**config.mk**
```make
export PLATFORM = sky130hd
export DESIGN_NAME = cbwu_queue
export DESIGN_NICKNAME = d
export VERILOG_FILES = /design/src/rtl/core/cbwu_pkg.sv /design/src/rtl/core/cbwu_queue.sv
export SDC_FILE = /design/constraint.sdc
export NUM_CORES = 1
export LEC_CHECK = 0
export BUFFER_PORTS_ARGS = -buffer_cell sky130_fd_sc_hd__buf_2
export CORE_MARGIN = 2
export CORE_UTILIZATION = 30
export CTS_CLUSTER_SIZE = 28
export DETAILED_ROUTE_END_ITERATION = 10
export MAX_ROUTING_LAYER = met4
export PLACE_DENSITY_LB_ADDON = 0.3
export SKIP_LAST_GASP = 1
export SYNTH_ARGS = -nofsm -noshare
export SYNTH_HDL_FRONTEND = slang
export SYNTH_SLANG_ARGS = --single-unit
```
**constraint.sdc**
```tcl
create_clock -name i_clk -period 14.7 [get_ports i_clk]
set_input_delay 2.94 -clock i_clk [delete_from_list [all_inputs] [get_ports i_clk]]
set_output_delay 2.94 -clock i_clk [all_outputs]
set_load 0.02 [all_outputs]
```
**src/rtl/core/cbwu_pkg.sv**
```systemverilog
// Shared types, constants and helpers of the clipmap block window update.
package cbwu_pkg;

    localparam int MAX_LEVELS_DEF = 8;
    localparam int SLOTS          = 36;
    localparam int WIN            = 6;
    localparam int SLOT_W         = 6;
    localparam int LV_W           = 4;   // covers up to sixteen levels

    // configuration register indexes
    localparam logic REG_BLOCK_SIZE   = 1'b0;
    localparam logic REG_TERRAIN_SIZE = 1'b1;

    // one classified item, front to back
    typedef struct packed {
        logic            action;
        logic [LV_W-1:0] lv;
        logic [15:0]     gx;
        logic [15:0]     gy;
        logic [15:0]     sx;
        logic [15:0]     sy;
        logic            px;         // grid parity, inner region starts at px + 1
        logic            py;
        logic [15:0]     lo;
        logic [16:0]     hi;
        logic [2:0]      min_level;
    } t_job;

    typedef struct packed {
        logic [15:0] bx;
        logic [15:0] by;
        logic [2:0]  lx;
        logic [2:0]  ly;
        logic        inner;
    } t_slot;

    function automatic logic inner_at(input logic [2:0] c, input logic [2:0] r,
                                      input logic px, input logic py);
        logic [2:0] ix;
        logic [2:0] iy;
        ix = {2'b00, px} + 3'd1;
        iy = {2'b00, py} + 3'd1;
        return (c >= ix) && (c < ix + 3'd3) && (r >= iy) && (r < iy + 3'd3);
    endfunction

    // window entry j (row major) of the window starting at sx, sy
    function automatic t_slot win_entry(input logic [SLOT_W-1:0] j, input logic [15:0] sx,
                                        input logic [15:0] sy, input logic px,
                                        input logic py);
        t_slot      e;
        logic [11:0] prod;
        logic [2:0] r;
        logic [2:0] c;
        prod    = 12'(j) * 12'd43;          // j / 6 for j below 48
        r       = prod[10:8];
        c       = 3'(j - SLOT_W'(r) * SLOT_W'(WIN));
        e.bx    = sx + 16'(c);
        e.by    = sy + 16'(r);
        e.lx    = c;
        e.ly    = r;
        e.inner = inner_at(c, r, px, py);
        return e;
    endfunction

endpackage

```
**src/rtl/core/cbwu_queue.sv**
```systemverilog
// Two-entry queue of classified items between front and back.
module cbwu_queue (
    input  logic            i_clk,
    input  logic            i_rst_n,
    input  logic            i_push,
    input  cbwu_pkg::t_job  i_job,
    output logic            o_full,
    input  logic            i_pop,
    output cbwu_pkg::t_job  o_job,
    output logic            o_empty
);
    import cbwu_pkg::*;

    t_job       r_mem [2];
    logic       r_wp;
    logic       r_rp;
    logic [1:0] r_cnt;

    assign o_full  = (r_cnt == 2'd2);
    assign o_empty = (r_cnt == 2'd0);
    assign o_job   = r_mem[r_rp];

    always_ff @(posedge i_clk) begin
        if (i_push) begin
            r_mem[r_wp] <= i_job;
        end
    end

    always_ff @(posedge i_clk) begin
        if (!i_rst_n) begin
            r_wp  <= 1'b0;
            r_rp  <= 1'b0;
            r_cnt <= 2'd0;
        end else begin
            if (i_push) begin
                r_wp <= !r_wp;
            end
            if (i_pop) begin
                r_rp <= !r_rp;
            end
            r_cnt <= r_cnt + 2'(i_push) - 2'(i_pop);
        end
    end

endmodule

```
* Word-level counts from Yosys, hierarchy flattened *
Memories as Yosys holds them, arrays and structs flattened. A register that Yosys moved wholly into a read port is not among the register bits.
Cells that the tools add are included.

word-level totals
  register bits = 4
  bits of input ports = 111
  memories kept = 1
  output and inout bits = 109
  logic and storage cells = 14
  memory bits (writable) = 214

memories
  memory  words  bits a word  read ports  clocked after Yosys merged registers in  write ports  line              RTL
  r_mem   2      107          1           1                                        1            cbwu_queue.sv:14  t_job r_mem [2];

cells by class
  reductions and logical operators = 3
  $add $sub $neg = 2
  muxes and demuxes = 4
  equal/unequal tests = 1

operator list
  cell                count
  $mux 1              4
  $add 2x1->2         1
  $eq 2x2->1 const B  1
  $logic_not 1->1     2
  $logic_not 2->1     1
  $sub 2x1->2         1

* Logic depth before layout (Yosys ltp) *
Gate-level depths: netlist of the first run.

  depth in word-level cells = 3
  depth in mapped cells = 6
  mapped depth without buffers = 6

* Worst setup path before layout of the first run *
Ideal clock, no wire load.

  path kind = input to register
  start = input port i_push
  end = memory r_mem[0][0] (netlist bit), enable pin
  arrival time = 7.622 ns
  setup time = 0.587 ns
  buffers on the path = 0
  setup slack = 6.491 ns
  data required time = 14.113 ns
  cell stages on the path = 1
  cell sequence = nor2b_1

on the way
  word-level cells in the longest chain between the ends = 2

ends and longest elaborated chain
  what                          line              RTL
  from (decl)                   cbwu_queue.sv:5   input logic i_push,
  $mux 1                        cbwu_queue.sv:24  if (i_push) begin
  $mux 1 (implied by the code)  cbwu_queue.sv:25  r_mem[r_wp] <= i_job;
  to (decl)                     cbwu_queue.sv:14

Every way passes these cells.

==> results of run 1 <==
==> synth_stat cells <==
cell type / instances / area (um2)
edfxtp_1: 214 / 6430
xor2_1: 1 / 8.76
buf_6: 5 / 56.3
o21a_1: 1 / 7.51
ha_1: 2 / 25.0
and2_1: 4 / 25.0
xnor3_1: 1 / 22.5
buf_2: 7 / 35.0
dfxtp_1: 5 / 100
inv_1: 2 / 7.51
mux2_2: 77 / 867
nor2_1: 1 / 3.75
nor2b_1: 4 / 25.0
mux2_4: 30 / 450
==> cell usage in the layout, fill, tap and decap left out <==
master / netlist / layout
nor2b_1: 4 / 3
mux2_4: 30 / 30
dfxtp_4: 0 / 1
xnor3_1: 1 / 1
inv_6: 0 / 1
clkbuf_1: 0 / 5
dfxtp_1: 5 / 4
xor2_1: 1 / 1
and2_1: 4 / 3
clkinv_2: 0 / 5
edfxtp_1: 214 / 214
ha_1: 2 / 2
inv_1: 2 / 2
buf_2: 7 / 219
nor2b_4: 0 / 1
clkinv_1: 0 / 4
mux2_2: 77 / 77
nor2_1: 1 / 1
bufinv_16: 0 / 2
o21a_1: 1 / 1
clkbuf_16: 0 / 23
buf_4: 0 / 3
clkinvlp_4: 0 / 1
diode_2: 0 / 2
and2_4: 0 / 1
==> logic make-up after synthesis <==
logic type	synth area share
flip-flops	0.810
AND/OR/NAND/NOR	0.00667
adder cells (fa/ha/maj)	0.00310
multiplexers	0.163
AO/OA/AOI/OAI	0.000932
XOR/XNOR	0.00388
buffers and inverters	0.0123
==> sequential cells by signal, indices dropped and copies added, names as in the netlist, named ones only <==
register	cells
r_wp	1
r_mem	214
r_rp	1
r_cnt	2
==> power groups by stage <==
stage	sequential (mW)	clock (mW)	combinational, mW
detailed placement	0.749	0	0.172
finish	0.735	0.545	0.168
CTS	0.735	0.566	0.173
global route	0.738	0.593	0.180
floorplan	0.745	0	0.115
global placement	0.747	0	0.169
==> worst min-delay path by stage <==
stage / start / endpoint / slack, ns / cells past startpoint
4_1_cts: r_rp$_SDFFE_PN0P_ / flop / 0.59 / 2
2_1_floorplan: r_rp$_SDFFE_PN0P_ / flop / 0.55 / 2
3_5_place_dp: r_rp$_SDFFE_PN0P_ / r_rp$_SDFFE_PN0P_ / 0.58 / 2
5_1_grt: r_rp$_SDFFE_PN0P_ / flop / 0.62 / 2
6_report: r_rp$_SDFFE_PN0P_ / flop / 0.59 / 2
3_3_place_gp: r_rp$_SDFFE_PN0P_ / r_rp$_SDFFE_PN0P_ / 0.58 / 2
==> area by class of cell <==
class	count	area, um2	area share
Clock inverter	13	116	0.0114
Multi-Input combinational cell	121	1450	0.141
Antenna cell	2	5.00	0.000489
Clock buffer	28	594	0.0581
Inverter	2	7.51	0.000733
Timing Repair Buffer	222	1120	0.109
Sequential cell	219	6530	0.638
Tap cell	335	419	0.0409
==> metrics by stage <==
| step | util | worst slack, ns | std cells | instance area [um2] | hold slack, ns |
|---|---|---|---|---|---|
| finish | 0.391 | 8.95 | 942 | 10200 | 0.585 |
| global route | 0.391 | 8.71 | 942 | 10200 | 0.620 |
| CTS | 0.390 | 8.81 | 940 | 10200 | 0.590 |
| detailed placement | 0.363 | 9.37 | 899 | 9520 | 0.585 |
| global placement | 0.363 | 9.45 | 899 | 9520 | 0.578 |
| floorplan | - | 6.49 | 354 | 8060 | 0.555 |
==> metal layers <==
layer | share of wire | track usage | routed length, um | vias up
li1 | - | - | - | 1878
met1 | 0.39 | 0.121 | 6080 | 1975
met2 | 0.50 | 0.188 | 7760 | 158
met3 | 0.093 | 0.0414 | 1450 | 24
met4 | 0.017 | 0.0291 | 258 | 0
met5 | 0 | - | 0 | -
==> worst min-delay path, cell delays in order (launching register included) <==
cell     delay [ns]
dfxtp_1        0.32
xor2_1         0.07
and2_1         0.15
==> metrics, run 1 <==
status=finished clean; Post-CTS Setup Inserts=0; Die Span Y=168 um; setup total negative slack=0 ns; worst-skew pair later-pin latency=0.51 ns; sequential-to-total area share from yosys stat=0.810; slowest stage cell, crit path=buf_4; P&R area growth vs syn=27.0%; CP Buf/Inv Count=2; Leak Pwr=3.86 nW; chip width=168 um; reg-to-reg slack, setup=12.28 ns; DRC=0; largest net degree at the start of global routing=84; fmax=174 MHz; pwr dens=141 mW/mm2; Sw Ratio=0.229; max-cap violations=0; Levels on crit path=3; number of port buffers=219; CP Cell Sequence=buf_4, mux2_2, buf_2; Final Max Slew Viols=0; drt wl/cell=16.5 um; syn_nets=467; Clock Power Share=0.377; Psw=0.331 mW; Synth Instances=354; GRT Overall Usage=0.110; logic gate share of total power=0.116; DRT Pass-1 Iters=4; Worst IR Drop VDD=0.0000804 V; via count=4,035; hold crit path type=flop to flop; mapped cell area=0.00806 mm2; CP Class=flop to output port; CTS Sinks=219; CP startpoint kind=flop; Synth Area per Inst=22.8 um2; Synth cell types=14; CP top delay family=buffers and inverters; crit path capture=o_job[5]; Worst Tran Pin Value=1.17 ns; Pint=1.12 mW; Slew Limit Headroom=0.219; initial DRC count=195; sequential power share=0.507; wire length after detailed routing=15,600 um; CP peak stage delay=0.95 ns; CTS Buf Count=23; final total power=1.45 mW; die area=0.0282 mm2; layout cells sized above 1=0.602; CP Data Required Time=11.76 ns; Worst-path clk slew=0.06 ns; Critical Path Sink Type=output port; critical path peak fanout=72; H-tree depth=1; arrival time worst endpoint=2.81 ns; Initial Util=0.308; min Tclk post-route=5.75 ns; Worst Skew=0.00878 ns; post-DR vias/cell=4.28; Bufs on Longest Clock Path=3; post-detail-place hpwl=10,000 um; RD Place Congestion=0.724; GR Overflow Total=0; Final Cycle Share=0.391; first-pass GRT wire length=23,600 um; number of global-route vias before repair=4,368; cell chosen for the clock root=clkbuf_16; Yosys reg bits=219; nets@finish=702; # fillers=2,406; TritonCTS clock tree=done; antenna violations before repair=2; Final Setup Violations=0; Syn. warnings=0; post-CTS resize count=0; RSZ-0062 raised after global routing=no; Ports=220; RR Endpoint=r_mem[0][98]$_DFFE_PP_; Final Hold Viols=0; Row Count=59; Worst R2R Start=r_wp$_SDFFE_PN0P_; CORE AREA=0.0262 mm2; FF-to-FF path depth=2; remaining antenna violation count=0; Hold-fix buffers, CTS=0
Note: power is estimated with default switching activity, not from simulation.
==> run 2: changes to the inputs <==
--- a/config.mk
+++ b/config.mk
@@ -5,6 +5,7 @@
 export SDC_FILE = /design/constraint.sdc
 export NUM_CORES = 1
 export LEC_CHECK = 0
+export ABC_AREA = 1
 export BUFFER_PORTS_ARGS = -buffer_cell sky130_fd_sc_hd__buf_2
 export CORE_MARGIN = 2
 export CORE_UTILIZATION = 30
==> constraint.sdc (replaced) <==
create_clock -name i_clk -period 6 [get_ports i_clk]
set_input_delay 1.2 -clock i_clk [delete_from_list [all_inputs] [get_ports i_clk]]
set_output_delay 1.2 -clock i_clk [all_outputs]
set_load 0.02 [all_outputs]
==> run 2 against run 1 <==
Effect of this change:
- sequential share of layout area shrank 0.27 points
- wire length grew 2.4%
- clock power grew 150%
- global-route usage grew 0.18 points
==> metrics, run 2 <==
antenna violations before repair=2; synth cell count leaders=edfxtp_1, mux2_2, mux2_4; max reg flops=214; multi-input logic area=0.00142 mm2; Worst IR Drop VDD=0.000256 V; max-cap violations=0; Critical Path Sink Type=output port; Worst-path clk slew=0.05 ns; Die Span Y=168 um; count leader, synth=edfxtp_1; top cell type's share of synthesized area=0.797; worst hold margin=0.508 ns; number of global-route vias before repair=4,562; commonest non-fill, non-tap cell in the layout=buf_2; commonest non-fill, non-tap cells in the layout=buf_2, edfxtp_1, mux2_2; FF/Latch Area=0.00653 mm2; Worst Tran Pin Value=0.852 ns; Final Hold Viols=0; post-placement cell area=0.00954 mm2; number of port buffers=219; Bufs on Longest Clock Path=3; mapped cell area=0.00806 mm2; setup total negative slack=0 ns; Yosys top cell by area=edfxtp_1; layout cells sized above 1=0.590; die area=0.0282 mm2; CP Cell Sequence=buf_12, mux2_2, buf_2; Hold Startpoint=r_rp$_SDFFE_PN0P_; Leak Pwr=3.91 nW; H-tree depth=1; fmax=277 MHz; min Tclk post-route=3.61 ns; GR Overflow Total=0; hold crit path type=flop to flop; EDFF count, synth=214; post-DR vias/cell=4.35; chip width=168 um; # fillers=2,409; CTS Sinks=219; Synth Area per Inst=22.0 um2; final core utilization=0.392; GRT Overall Usage=0.112; critical path peak fanout=56; slowest stage cell, crit path=dfxtp_4; Worst R2R Start=r_wp$_SDFFE_PN0P_; Largest regs=r_mem: 214 flops, r_cnt: 2 flops; wl on met1=6550 um; reg-to-reg slack, setup=3.72 ns; CP startpoint kind=flop; CP peak stage delay=0.90 ns; FF-to-FF path depth=3; CORE AREA=0.0262 mm2; worst-skew pair later-pin latency=0.51 ns; Hold-fix buffers, CTS=0; Row Count=59; Syn. warnings=0; DRC=0; Ports=220; drt wl/cell=16.6 um; RR Endpoint=r_mem[1][46]$_DFFE_PP_; Top Layer Used=met4; met2 wire length=7790 um; wire length after detailed routing=15,900 um; remaining antenna violation count=0; initial DRC count=178; placed insts=912; Final WS setup=2.39 ns; Synth cell types=12; metal3 WL=1350 um; status=finished clean; CP Data Required Time=4.80 ns; P&R area growth vs syn=27.5%; post-synthesis async set-or-reset flop share=0; post-detail-place hpwl=10,300 um; worst slack, placed=2.78 ns; Initial Util=0.308; pwr dens=343 mW/mm2; CTS Buf Count=24; Final Max Slew Viols=0; Final Cycle Share=0.602; Biggest register=r_mem; via count=4,167; cell chosen for the clock root=clkbuf_16; RD Place Congestion=0.757; Synth Instances=366; Synth area leaders=edfxtp_1, mux2_2, mux2_4, dfxtp_1, buf_6; post-CTS resize count=0; Post-CTS Setup Inserts=0; Worst Skew=0.0153 ns; Slew Limit Headroom=0.432; number of non-filler instances in the completed layout=958; final total power=3.53 mW; largest net degree at the start of global routing=57; TritonCTS clock tree=done; Final Instance Area=0.0103 mm2; arrival time worst endpoint=2.41 ns; WHS Path Cells=2; first-pass GRT wire length=24,200 um; syn_nets=479; CP Class=flop to output port; DRT Pass-1 Iters=4; Hold Path End=r_rp$_SDFFE_PN0P_; top_reg_cell synth=edfxtp_1; nets@finish=716; RSZ-0062 raised after global routing=no; Final Setup Violations=0; Yosys reg bits=219; sequential-to-total area share from yosys stat=0.810
-- run 2: cell count changes in the layout (fill, tap and decap cells not counted), sizes merged, moves of 2 or more --
cell	change
clkinv	+2
nor2b	-4
nor2	+8
inv	+5
and2	-4
nand2	+8
clkbuf	+2
-- run 2: how the worst max path moves through the flow --
stage | slack (ns) | start | end
detailed placement | 2.78 | i_push | r_mem[1][13]$_DFFE_PP_
floorplan | 1.57 | i_push | r_mem[0][0]$_DFFE_PP_
finish | 2.39 | flop | o_job[0]
CTS | 2.31 | flop | o_job[12]
global placement | 2.86 | i_push | r_mem[1][15]$_DFFE_PP_
global route | 2.23 | flop | o_job[13]
-- run 2: final cells by class --
| cell class | instances | share of cell area |
|---|---|---|
| Antenna cell | 3 | 0.000730 |
| Clock buffer | 30 | 0.0627 |
| Clock inverter | 13 | 0.00852 |
| Inverter | 7 | 0.00280 |
| Multi-Input combinational cell | 128 | 0.139 |
| Sequential cell | 219 | 0.635 |
| Tap cell | 335 | 0.0408 |
| Timing Repair Buffer | 223 | 0.111 |
-- run 2: cell families (layout without fill, tap and decap cells) --
family | count (synthesis) | count (layout) | synth area share
compound gates | 1 | 1 | 0.000620
fa+ha+maj | 2 | 2 | 0.00310
buf+inv | 19 | 273 | 0.0146
flops | 219 | 219 | 0.810
mux | 107 | 107 | 0.163
other cells | 0 | 3 | 0
simple gates | 18 | 18 | 0.00854
-- run 2: per-layer routing --
metal  GRT usage  up-vias
met5           -        -
met1       0.132     2057
li1            -     1915
met3      0.0376       23
met2       0.185      172
met4      0.0291        0
-- run 2: power by group --
part / total (mW) / switching, mW / internal (mW)
Sequential: 1.80 / 0.0314 / 1.77
Clock: 1.36 / 0.559 / 0.801
Combinational: 0.364 / 0.212 / 0.152
-- run 2: worst max-delay path: cells and delay by family, from the launching register on --
kind                   cells  cell delay, ns
buffers and inverters      2            0.56
flip-flops                 1            0.90
multiplexers               1            0.39
