[config.mk]
export PLATFORM = sky130hd
export DESIGN_NAME = cbwu_front_flat
export DESIGN_NICKNAME = d
export VERILOG_FILES = /design/src/rtl/core/cbwu_pkg.sv /design/src/rtl/core/cbwu_if.sv /design/src/rtl/core/cbwu_front.sv /design/src/flat_wrapper.sv
export SDC_FILE = /design/constraint.sdc
export NUM_CORES = 1
export LEC_CHECK = 0
export ABC_CLOCK_PERIOD_IN_PS = 17090
export CORE_ASPECT_RATIO = 2
export CORE_MARGIN = 4
export CORE_UTILIZATION = 40
export DETAILED_ROUTE_END_ITERATION = 16
export DONT_BUFFER_PORTS = 1
export PLACE_DENSITY_LB_ADDON = 0.3
export SLEW_MARGIN = 40
export SYNTH_ARGS = -nofsm -noshare
export SYNTH_HDL_FRONTEND = slang
export SYNTH_SLANG_ARGS = --single-unit
[constraint.sdc]
create_clock -name vclk -period 17.09
set_input_delay 0.8545 -clock vclk [all_inputs]
set_output_delay 0.8545 -clock vclk [all_outputs]
set_load 0.05 [all_outputs]
[src/rtl/core/cbwu_pkg.sv]
// Shared types, constants and helpers of the clipmap block window update.
package cbwu_pkg;

    localparam int MAX_LEVELS_DEF = 8;
    localparam int SLOTS          = 36;
    localparam int WIN            = 6;
    localparam int SLOT_W         = 6;
    localparam int LV_W           = 4;   // covers up to sixteen levels

    // configuration register indexes
    localparam logic REG_BLOCK_SIZE   = 1'b0;
    localparam logic REG_TERRAIN_SIZE = 1'b1;

    // one classified item, front to back
    typedef struct packed {
        logic            action;
        logic [LV_W-1:0] lv;
        logic [15:0]     gx;
        logic [15:0]     gy;
        logic [15:0]     sx;
        logic [15:0]     sy;
        logic            px;         // grid parity, inner region starts at px + 1
        logic            py;
        logic [15:0]     lo;
        logic [16:0]     hi;
        logic [2:0]      min_level;
    } t_job;

    typedef struct packed {
        logic [15:0] bx;
        logic [15:0] by;
        logic [2:0]  lx;
        logic [2:0]  ly;
        logic        inner;
    } t_slot;

    function automatic logic inner_at(input logic [2:0] c, input logic [2:0] r,
                                      input logic px, input logic py);
        logic [2:0] ix;
        logic [2:0] iy;
        ix = {2'b00, px} + 3'd1;
        iy = {2'b00, py} + 3'd1;
        return (c >= ix) && (c < ix + 3'd3) && (r >= iy) && (r < iy + 3'd3);
    endfunction

    // window entry j (row major) of the window starting at sx, sy
    function automatic t_slot win_entry(input logic [SLOT_W-1:0] j, input logic [15:0] sx,
                                        input logic [15:0] sy, input logic px,
                                        input logic py);
        t_slot      e;
        logic [11:0] prod;
        logic [2:0] r;
        logic [2:0] c;
        prod    = 12'(j) * 12'd43;          // j / 6 for j below 48
        r       = prod[10:8];
        c       = 3'(j - SLOT_W'(r) * SLOT_W'(WIN));
        e.bx    = sx + 16'(c);
        e.by    = sy + 16'(r);
        e.lx    = c;
        e.ly    = r;
        e.inner = inner_at(c, r, px, py);
        return e;
    endfunction

endpackage

[src/rtl/core/cbwu_if.sv]
// Item and result channel interfaces.
interface cbwu_in_if;
    logic        valid;
    logic        ready;
    logic        action;
    logic [2:0]  level;
    logic [15:0] cam_x;
    logic [15:0] cam_z;
    logic signed [15:0] height_above_ground;

    modport source (output valid, action, level, cam_x, cam_z, height_above_ground,
                    input ready);
    modport sink   (input valid, action, level, cam_x, cam_z, height_above_ground,
                    output ready);
endinterface


[src/rtl/core/cbwu_front.sv]
// Front end: accepts items and works out level, grid, window, border limits and minimum level.
module cbwu_front #(
    parameter int MAX_LEVELS = cbwu_pkg::MAX_LEVELS_DEF
) (
    cbwu_in_if.sink         i_item,
    input  logic [3:0]      i_bs,
    input  logic [3:0]      i_ts,
    input  logic            i_full,
    output logic            o_push,
    output cbwu_pkg::t_job  o_job
);
    import cbwu_pkg::*;

    logic [5:0]      w_araw;
    logic [4:0]      w_active;
    logic [LV_W-1:0] w_lv;
    logic [4:0]      w_shift;
    logic            w_hpos;
    logic [3:0]      w_cnt;

    assign i_item.ready = !i_full;
    assign o_push       = i_item.valid && !i_full;

    always_comb begin
        w_araw = {2'b00, i_ts} - {2'b00, i_bs} + 6'd1;
        if (w_araw[5] || w_araw == 6'd0) begin
            w_active = 5'd1;
        end else if (w_araw > 6'(MAX_LEVELS)) begin
            w_active = 5'(MAX_LEVELS);
        end else begin
            w_active = w_araw[4:0];
        end
        if ({2'b00, i_item.level} >= w_active) begin
            w_lv = LV_W'(w_active - 5'd1);
        end else begin
            w_lv = LV_W'(i_item.level);
        end
        w_shift = {1'b0, i_bs} + 5'(w_lv);

        // bands are half-open: level i while height < 3 * B * 2^i
        w_hpos = !i_item.height_above_ground[15] && (i_item.height_above_ground[14:0] != '0);
        w_cnt  = '0;
        for (int i = 0; i < MAX_LEVELS - 1; i++) begin
            if (w_hpos && (5'(i) < w_active - 5'd1) &&
                ({17'b0, i_item.height_above_ground[14:0]} >=
                 (32'd3 << (6'(i_bs) + 6'(i))))) begin
                w_cnt = w_cnt + 4'd1;
            end
        end

        o_job.action    = i_item.action;
        o_job.lv        = w_lv;
        o_job.gx        = i_item.cam_x >> w_shift;
        o_job.gy        = i_item.cam_z >> w_shift;
        o_job.sx        = {o_job.gx[15:1], 1'b0} - 16'd2;
        o_job.sy        = {o_job.gy[15:1], 1'b0} - 16'd2;
        o_job.px        = o_job.gx[0];
        o_job.py        = o_job.gy[0];
        o_job.lo        = 16'h8000 >> w_shift;
        o_job.hi        = ((17'd1 << i_ts) >> w_shift) + {1'b0, o_job.lo};
        o_job.min_level = (w_cnt > 4'd7) ? 3'd7 : w_cnt[2:0];
    end

endmodule

[src/flat_wrapper.sv]
// flat-port wrapper written by rule: the top's interface ports become plain ports
module cbwu_front_flat import cbwu_pkg::*;
#(
    parameter int MAX_LEVELS = cbwu_pkg::MAX_LEVELS_DEF
)
  (i_bs, i_ts, i_full, o_push, o_job, i_item_valid, i_item_action, i_item_level, i_item_cam_x, i_item_cam_z, i_item_height_above_ground, i_item_ready);
  cbwu_in_if i_item_i ();
  input  logic [3:0] i_bs;
  input  logic [3:0] i_ts;
  input  logic i_full;
  output logic o_push;
  output cbwu_pkg::t_job o_job;
  input wire logic [$bits(i_item_i.valid)-1:0] i_item_valid;
  input wire logic [$bits(i_item_i.action)-1:0] i_item_action;
  input wire logic [$bits(i_item_i.level)-1:0] i_item_level;
  input wire logic [$bits(i_item_i.cam_x)-1:0] i_item_cam_x;
  input wire logic [$bits(i_item_i.cam_z)-1:0] i_item_cam_z;
  input wire logic [$bits(i_item_i.height_above_ground)-1:0] i_item_height_above_ground;
  output wire logic [$bits(i_item_i.ready)-1:0] i_item_ready;
  assign i_item_i.valid = i_item_valid;
  assign i_item_i.action = i_item_action;
  assign i_item_i.level = i_item_level;
  assign i_item_i.cam_x = i_item_cam_x;
  assign i_item_i.cam_z = i_item_cam_z;
  assign i_item_i.height_above_ground = i_item_height_above_ground;
  assign i_item_ready = i_item_i.ready;
  cbwu_front #(.MAX_LEVELS(MAX_LEVELS)) u_core (.i_item(i_item_i), .i_bs(i_bs), .i_ts(i_ts), .i_full(i_full), .o_push(o_push), .o_job(o_job));
endmodule
-- Word-level counts from Yosys, hierarchy flattened
Cells that the tools add are included.
- register bits: 0
- logic and storage cells: 80
- bits of input ports: 62
- shifts and indexed selects: 12
- add/subtract/negate cells: 19
- muxes and demuxes: 11
- $lt $le $gt $ge: 17
- reductions and logical operators: 21
- operators with widths (operator ; count):
    $ge 15x32->1 ; 7
    $shl 2x6->32 const A ; 6
    $shl 2x4->32 const A ; 1
    $shr 16x5->16 ; 2
    $sub 16x2->16 const B ; 2
    $mux 4 ; 7
    $add 4x1->4 const B ; 5
    $add 17x16->17 ; 1
    $shl 1x4->17 const A ; 1
    $shr 17x5->17 ; 1
    $logic_and 1x1->1 ; 16
    $shr 16x5->16 const A ; 1
    $add 4x3->5 const B ; 3
    $lt 3x5->1 const A ; 3
    $reduce_bool 15->1 ; 1
    $add 4x2->5 const B ; 2
    $lt 1x5->1 const A ; 2
    $lt 2x5->1 const A ; 2
    $mux 5 ; 2
    $add 6x1->6 const B ; 1
    $gt 6x4->1 const B ; 1
    $logic_not 6->1 ; 1
    $add 4x1->5 const B ; 1
    $add 4x4->5 ; 1
    9 further kinds ; 10

-- Longest topological paths before layout
Gate-level depths: netlist of the first run.
- depth after elaboration: 24
- gate-level depth with buffers: 48
- gate-level depth less buffers: 41

-- Least setup slack after synthesis of the first run
No wires, ideal clock.
- kind: input-to-output
- from: input i_ts[0]
- to: output o_job[18] (netlist bit)
- required time: 16.235 ns
- setup slack: 4.921 ns
- stages on the path: 40
- path buffers: 6
- arrival: 11.315 ns
- cell sequence: clkbuf_1 inv_1 ha_1 inv_1 fa_1 ha_1 inv_1 and3_1 o311ai_0 a31oi_1 or2_2 buf_6 inv_1 ha_1 nand2b_1 a21o_1 a21oi_1 or3_1 (+4 left out) clkbuf_1 clkbuf_1 clkbuf_1 nand3_1 nor3_1 ha_1 a21o_1 a21oi_1 o21bai_1 a21oi_1 o21bai_1 a21oi_1 o21ai_0 or4_1 o311ai_0 o2111ai_1 a21oi_1 xnor2_1
- RTL lines (item ; line ; text):
    start: declaration ; flat_wrapper.sv:9 ; input logic [3:0] i_ts;
    end: declaration ; flat_wrapper.sv:12 ; output cbwu_pkg::t_job o_job;

==> impl_results.md, run 1 <==
* Routed wirelength normalized by instance count at 20.5 µm
* CP Capture Type: output pin
* Setup-violating endpoint count in the final report at 0
* Arrival time of the worst setup path at between 10 and 15 ns
* Routed wire length at 28.2 mm
* Die height at 208 µm
* Endpoints failing hold at 0
* Critical Path Most Common Cell: sky130_fd_sc_hd__a21oi_1
* Top delay family on crit path: compound AO/OA/AOI/OAI gates
* Wire length of the first global-routing pass at about 45 mm
* Mapped Cells at 1148
* Fraction of layout cells with a size suffix above 1 at 13.8%
* Placer congestion estimate at 1.01
* Post-CTS setup repair buffer count at 0
* DRT Pass-1 Iters at 5
* Number of top-level pins at 171
* Startpoint kind of the worst setup timing path: input pin
* Synthesis Warnings at 0
* Type of the worst setup path: in -> out
* Library cell with the largest summed area after synthesis: sky130_fd_sc_hd__ha_1
* Setup slack of the critical path after layout at 5.84 ns
* Total vias in the final route at 8651
* List of most frequent post-synthesis cells: 181 x sky130_fd_sc_hd__nand2_1, 164 x sky130_fd_sc_hd__ha_1, 96 x sky130_fd_sc_hd__nor2_1
* Global-route met1 utilization at 23.7%
* Initial Util at about 40%
* Seq Cell Count at 0
* Initial antenna violation count at 0
* Area growth from synthesis to layout at 9.44%
* Grt total ovfl at 0
* Final TNS setup at 0 ns
* Die footprint at 22600 µm²
* GR peak layer: met2
* RSZ-0062 raised after global routing: no
* Post-synthesis average cell area at around 7 µm²
* Number of distinct library cell variants in the gate-level netlist after synthesis at 89
* Combined flip-flop and latch cell area at 0 µm²
* Maximum fanout encountered on the critical timing path at 52
* Min-Delay Path Class: in -> out
* Total inserted antenna cells at 0
* Largest net degree at the start of global routing at 54
* Cell types occupying the most area after synthesis: sky130_fd_sc_hd__ha_1 26%, sky130_fd_sc_hd__nand2_1 8.5%, sky130_fd_sc_hd__xnor2_1 4.9%
* Area share of the largest cell type after synthesis at 25.5%
* Fin crit period at 11.25 ns
* Netlist area before placement at 8030 µm²
* DIE WIDTH at 108 µm
* GRT met2 Usage at 48.1%
* Max-slew headroom at between 40% and 50%
* Placeable core region at 19800 µm²
* Transition time at the pin with the least slew margin at about 0.77 ns
* Number of clock buffers in the layout at 0
* Detailed Route Iter0 Violations at 424
* Data required time of the critical path at 16.24 ns
* Number of gates given a new drive strength after cts at 0
* Worst hold-check slack at 1.71 ns
* Status: completed
* Number of antenna-violating nets in the routed design at 0
* Most numerous cell in the Yosys netlist: sky130_fd_sc_hd__nand2_1
* Hold buffer count at CTS at 0
* Via count of the first global-routing pass at 8783
* Number of maximum-capacitance violations at 0
* Drc violations at 0
* Fraction of the yosys area taken by sequential cells at 0%
* Row cnt at 73
* Via/cell ratio at around 6.3
* HPWL Detailed at 23.2 mm
* Fillers at 2097
* Routing usage on met3 at 3.35%
* Post-route fraction of the period consumed by the critical path at 65.9%
* Highest cell delay on the worst timing path at roughly 0.57 ns
* Achievable frequency at around 89 MHz
* Max-slew violation count at 0
* Cell with the largest stage delay on the worst path: sky130_fd_sc_hd__buf_4
* Pre-CTS setup slack at 5.83 ns
* Number of I/O port buffers at 0
* Buf/Inv on CP at 5
* Total routing usage reported by global routing at between 20% and 30%
* Total Nets Final at 1344
## through the flow
stage | instances | area, µm² | util (%)
CTS | 1375 | 8780 | 44.3
global placement | 1371 | 8350 | 42.1
floorplan | 1149 | 8040 | -
global route | 1375 | 8790 | 44.4
finish | 1375 | 8790 | 44.4
detailed placement | 1375 | 8780 | 44.3
## final timing paths
check                          from         end  slack [ns]  depth (start not counted)
worst max-delay path        i_bs[1]   o_job[18]        5.84                         38
worst min-delay path  i_item_action  o_job[106]        1.71                          0
## cells by family (layout without fill, tap and decap cells)
| family | count (synthesis) | count (layout) | synth area share, % |
|---|---|---|---|
| adder cells (fa/ha/maj) | 167 | 167 | 26.3 |
| XOR/XNOR | 70 | 70 | 8.68 |
| other | 1 | 2 | 0.0467 |
| AND/OR/NAND/NOR | 500 | 500 | 30.5 |
| multiplexers | 35 | 35 | 6.40 |
| AO/OA/AOI/OAI | 270 | 270 | 22.7 |
| buffers and inverters | 105 | 69 | 5.36 |
## cell usage in the layout (no fill, tap or decap), types with 25 or more instances in the layout
master / count
sky130_fd_sc_hd__o21ai_0: 57
sky130_fd_sc_hd__a21o_1: 27
sky130_fd_sc_hd__nand3_1: 50
sky130_fd_sc_hd__xnor2_2: 32
sky130_fd_sc_hd__nor3_1: 27
sky130_fd_sc_hd__nand2b_1: 25
sky130_fd_sc_hd__inv_1: 45
sky130_fd_sc_hd__nor2_1: 77
sky130_fd_sc_hd__nand2_1: 181
sky130_fd_sc_hd__a21oi_1: 69
sky130_fd_sc_hd__nor2b_1: 31
sky130_fd_sc_hd__ha_1: 163
## metal layers
metal,routed length (µm),vias up
li1,-,4099
met1,9330,4130
met2,15400,310
met3,1470,112
met4,2040,0
met5,0,-
## cell type report
class              count  area (µm²)  area share [%]
multi-input cells   1044        8110            92.3
well taps            262         328            3.73
repair buffers        23         180            2.05
inverters             46         173            1.96
Power of run 1 is left out: the tool's default activity adds up to more than one toggle a clock period on the data nets, which glitch-free logic cannot reach.
==> run 2, diff against run 1 <==
--- a/config.mk
+++ b/config.mk
@@ -5,7 +5,7 @@
 export SDC_FILE = /design/constraint.sdc
 export NUM_CORES = 1
 export LEC_CHECK = 0
-export ABC_CLOCK_PERIOD_IN_PS = 17090
+export ABC_CLOCK_PERIOD_IN_PS = 11200
 export CORE_ASPECT_RATIO = 2
 export CORE_MARGIN = 4
 export CORE_UTILIZATION = 40
==> constraint.sdc (replaced) <==
create_clock -name vclk -period 11.2
set_input_delay 0.56 -clock vclk [all_inputs]
set_output_delay 0.56 -clock vclk [all_outputs]
set_load 0.05 [all_outputs]
==> run 2 against run 1 <==
  * Cell area is 0.81% higher
  * Sequential cell count unchanged
  * Non-clock buffer count up 30
  * Routed wire length decreased by 0.22%
  * Count of clock-buffer cells in the layout stayed put
  * Critical endpoint unchanged
  * Highest routed layer unchanged
==> impl_results.md, run 2 (synthesized netlist as in run 1, its figures left out) <==
* Type of the worst setup path: in -> out
* Worst hold-check slack at between 1 and 1.5 ns
* Total Nets Final at between 1000 and 1500
* HPWL Detailed at around 23 mm
* Post-CTS setup repair buffer count at 0
* DRT Pass-1 Iters at 5
* RSZ-0062 raised after global routing: no
* Endpoints failing hold at 0
* Highest-count cells in the layout ignoring fill and taps: 181 x sky130_fd_sc_hd__nand2_1, 163 x sky130_fd_sc_hd__ha_1, 85 x sky130_fd_sc_hd__nor2_1
* Startpoint kind of the worst setup timing path: input pin
* Row cnt at 73
* Fin crit period at 10.19 ns
* Total vias in the final route at 8690
* Number of instances on the worst hold path at 0
* Min-delay src: i_item_action
* Fillers at 2064
* Max-slew violation count at 0
* Transition time at the pin with the least slew margin at 0.787 ns
* Final TNS setup at 0 ns
* Number of top-level pins at 171
* Highest cell delay on the worst timing path at between 0.7 and 0.8 ns
* Status: completed
* Data required time of the critical path at roughly 11 ns
* Initial Util at about two fifths
* Area taken by multi-input logic gates at approximately 7900 µm²
* Number of antenna-violating nets in the routed design at 0
* Worst-case hold path end point: o_job[106]
* Via/cell ratio at around 6.2
* Min-Delay Path Class: in -> out
* Placer congestion estimate at 0.967
* Number of clock buffers in the layout at 0
* Placeable core region at 19800 µm²
* Detailed Route Iter0 Violations at 489
* Post-route fraction of the period consumed by the critical path at 91.0%
* Drc violations at 0
* Die footprint at 22600 µm²
* Number of I/O port buffers at 0
* Critical Path Most Common Cell: sky130_fd_sc_hd__a21oi_1
* Wire length of the first global-routing pass at 44.7 mm
* Number of gates given a new drive strength after cts at 0
* Combined flip-flop and latch cell area at 0 µm²
* Maximum fanout encountered on the critical timing path at 11
* DIE WIDTH at roughly 110 µm
* Achievable frequency at just under 100 MHz
* Fraction of layout cells with a size suffix above 1 at 13.6%
* Seq Cell Count at 0
* Most common library cell in the layout ignoring fill and taps: sky130_fd_sc_hd__nand2_1
* Final core utilization at 44.7%
* CP Capture Type: output pin
* Largest net degree at the start of global routing at 53
* Via count of the first global-routing pass at 8857
* Setup-violating endpoint count in the final report at 0
* Total routing usage reported by global routing at 24.3%
* Area growth from synthesis to layout at 10.3%
* Hold buffer count at CTS at 0
* Arrival time of the worst setup path at 9.63 ns
* Max-slew headroom at 46.9%
* Number of maximum-capacitance violations at 0
* Grt total ovfl at 0
* Total inserted antenna cells at 0
* Die height at approximately 210 µm
* Routed wire length at 28.2 mm
* Cell with the largest stage delay on the worst path: sky130_fd_sc_hd__fa_2
* Routed wirelength normalized by instance count at between 20 and 25 µm
* Initial antenna violation count at 0
-- run 2: critical path: cells and delay by family --
kind	cells	cell delay [ns]
AND/OR/NAND/NOR	9	1.98
XOR/XNOR	2	0.45
adder cells (fa/ha/maj)	5	2.13
AO/OA/AOI/OAI	18	3.56
buffers and inverters	5	0.93
-- run 2: worst max-delay path by stage --
stage	startpoint	to	slack (ns)	cells after the start
after floorplan	i_ts[0]	o_job[19]	0.08	41
after global placement	i_bs[1]	o_job[18]	1.47	39
after detailed placement	i_bs[1]	o_job[18]	1.07	39
after CTS	i_bs[1]	o_job[18]	1.04	39
after global routing	i_bs[1]	o_job[18]	0.25	39
final	i_bs[1]	o_job[18]	1.01	39
-- run 2: final cells by class --
cell class	instances	area share (%)
multi-input combinational	1044	89.6
timing repair buffer	53	4.76
tap	262	3.70
inverter	46	1.95
-- run 2: metal layers --
metal / wire length [µm] / global-route usage, % / part of all wire [%] / vias up
li1: - / - / - / 4158
met1: 9150 / 22.7 / 32 / 4099
met2: 15500 / 48.4 / 55 / 331
met3: 1760 / 3.63 / 6.3 / 102
met4: 1770 / 12.4 / 6.3 / 0
met5: 0 / 0 / 0 / -
-- run 2: metrics by stage --
| step | instance area (µm²) | setup slack [ns] | cells |
|---|---|---|---|
| finish | 8860 | 1.01 | 1405 |
| global route | 8860 | 0.252 | 1405 |
| CTS | 8860 | 1.04 | 1405 |
| detailed placement | 8860 | 1.07 | 1405 |
| global placement | 8590 | 1.47 | 1401 |
| floorplan | 8050 | 0.0779 | 1149 |
Power of run 2 is left out for the same reason.
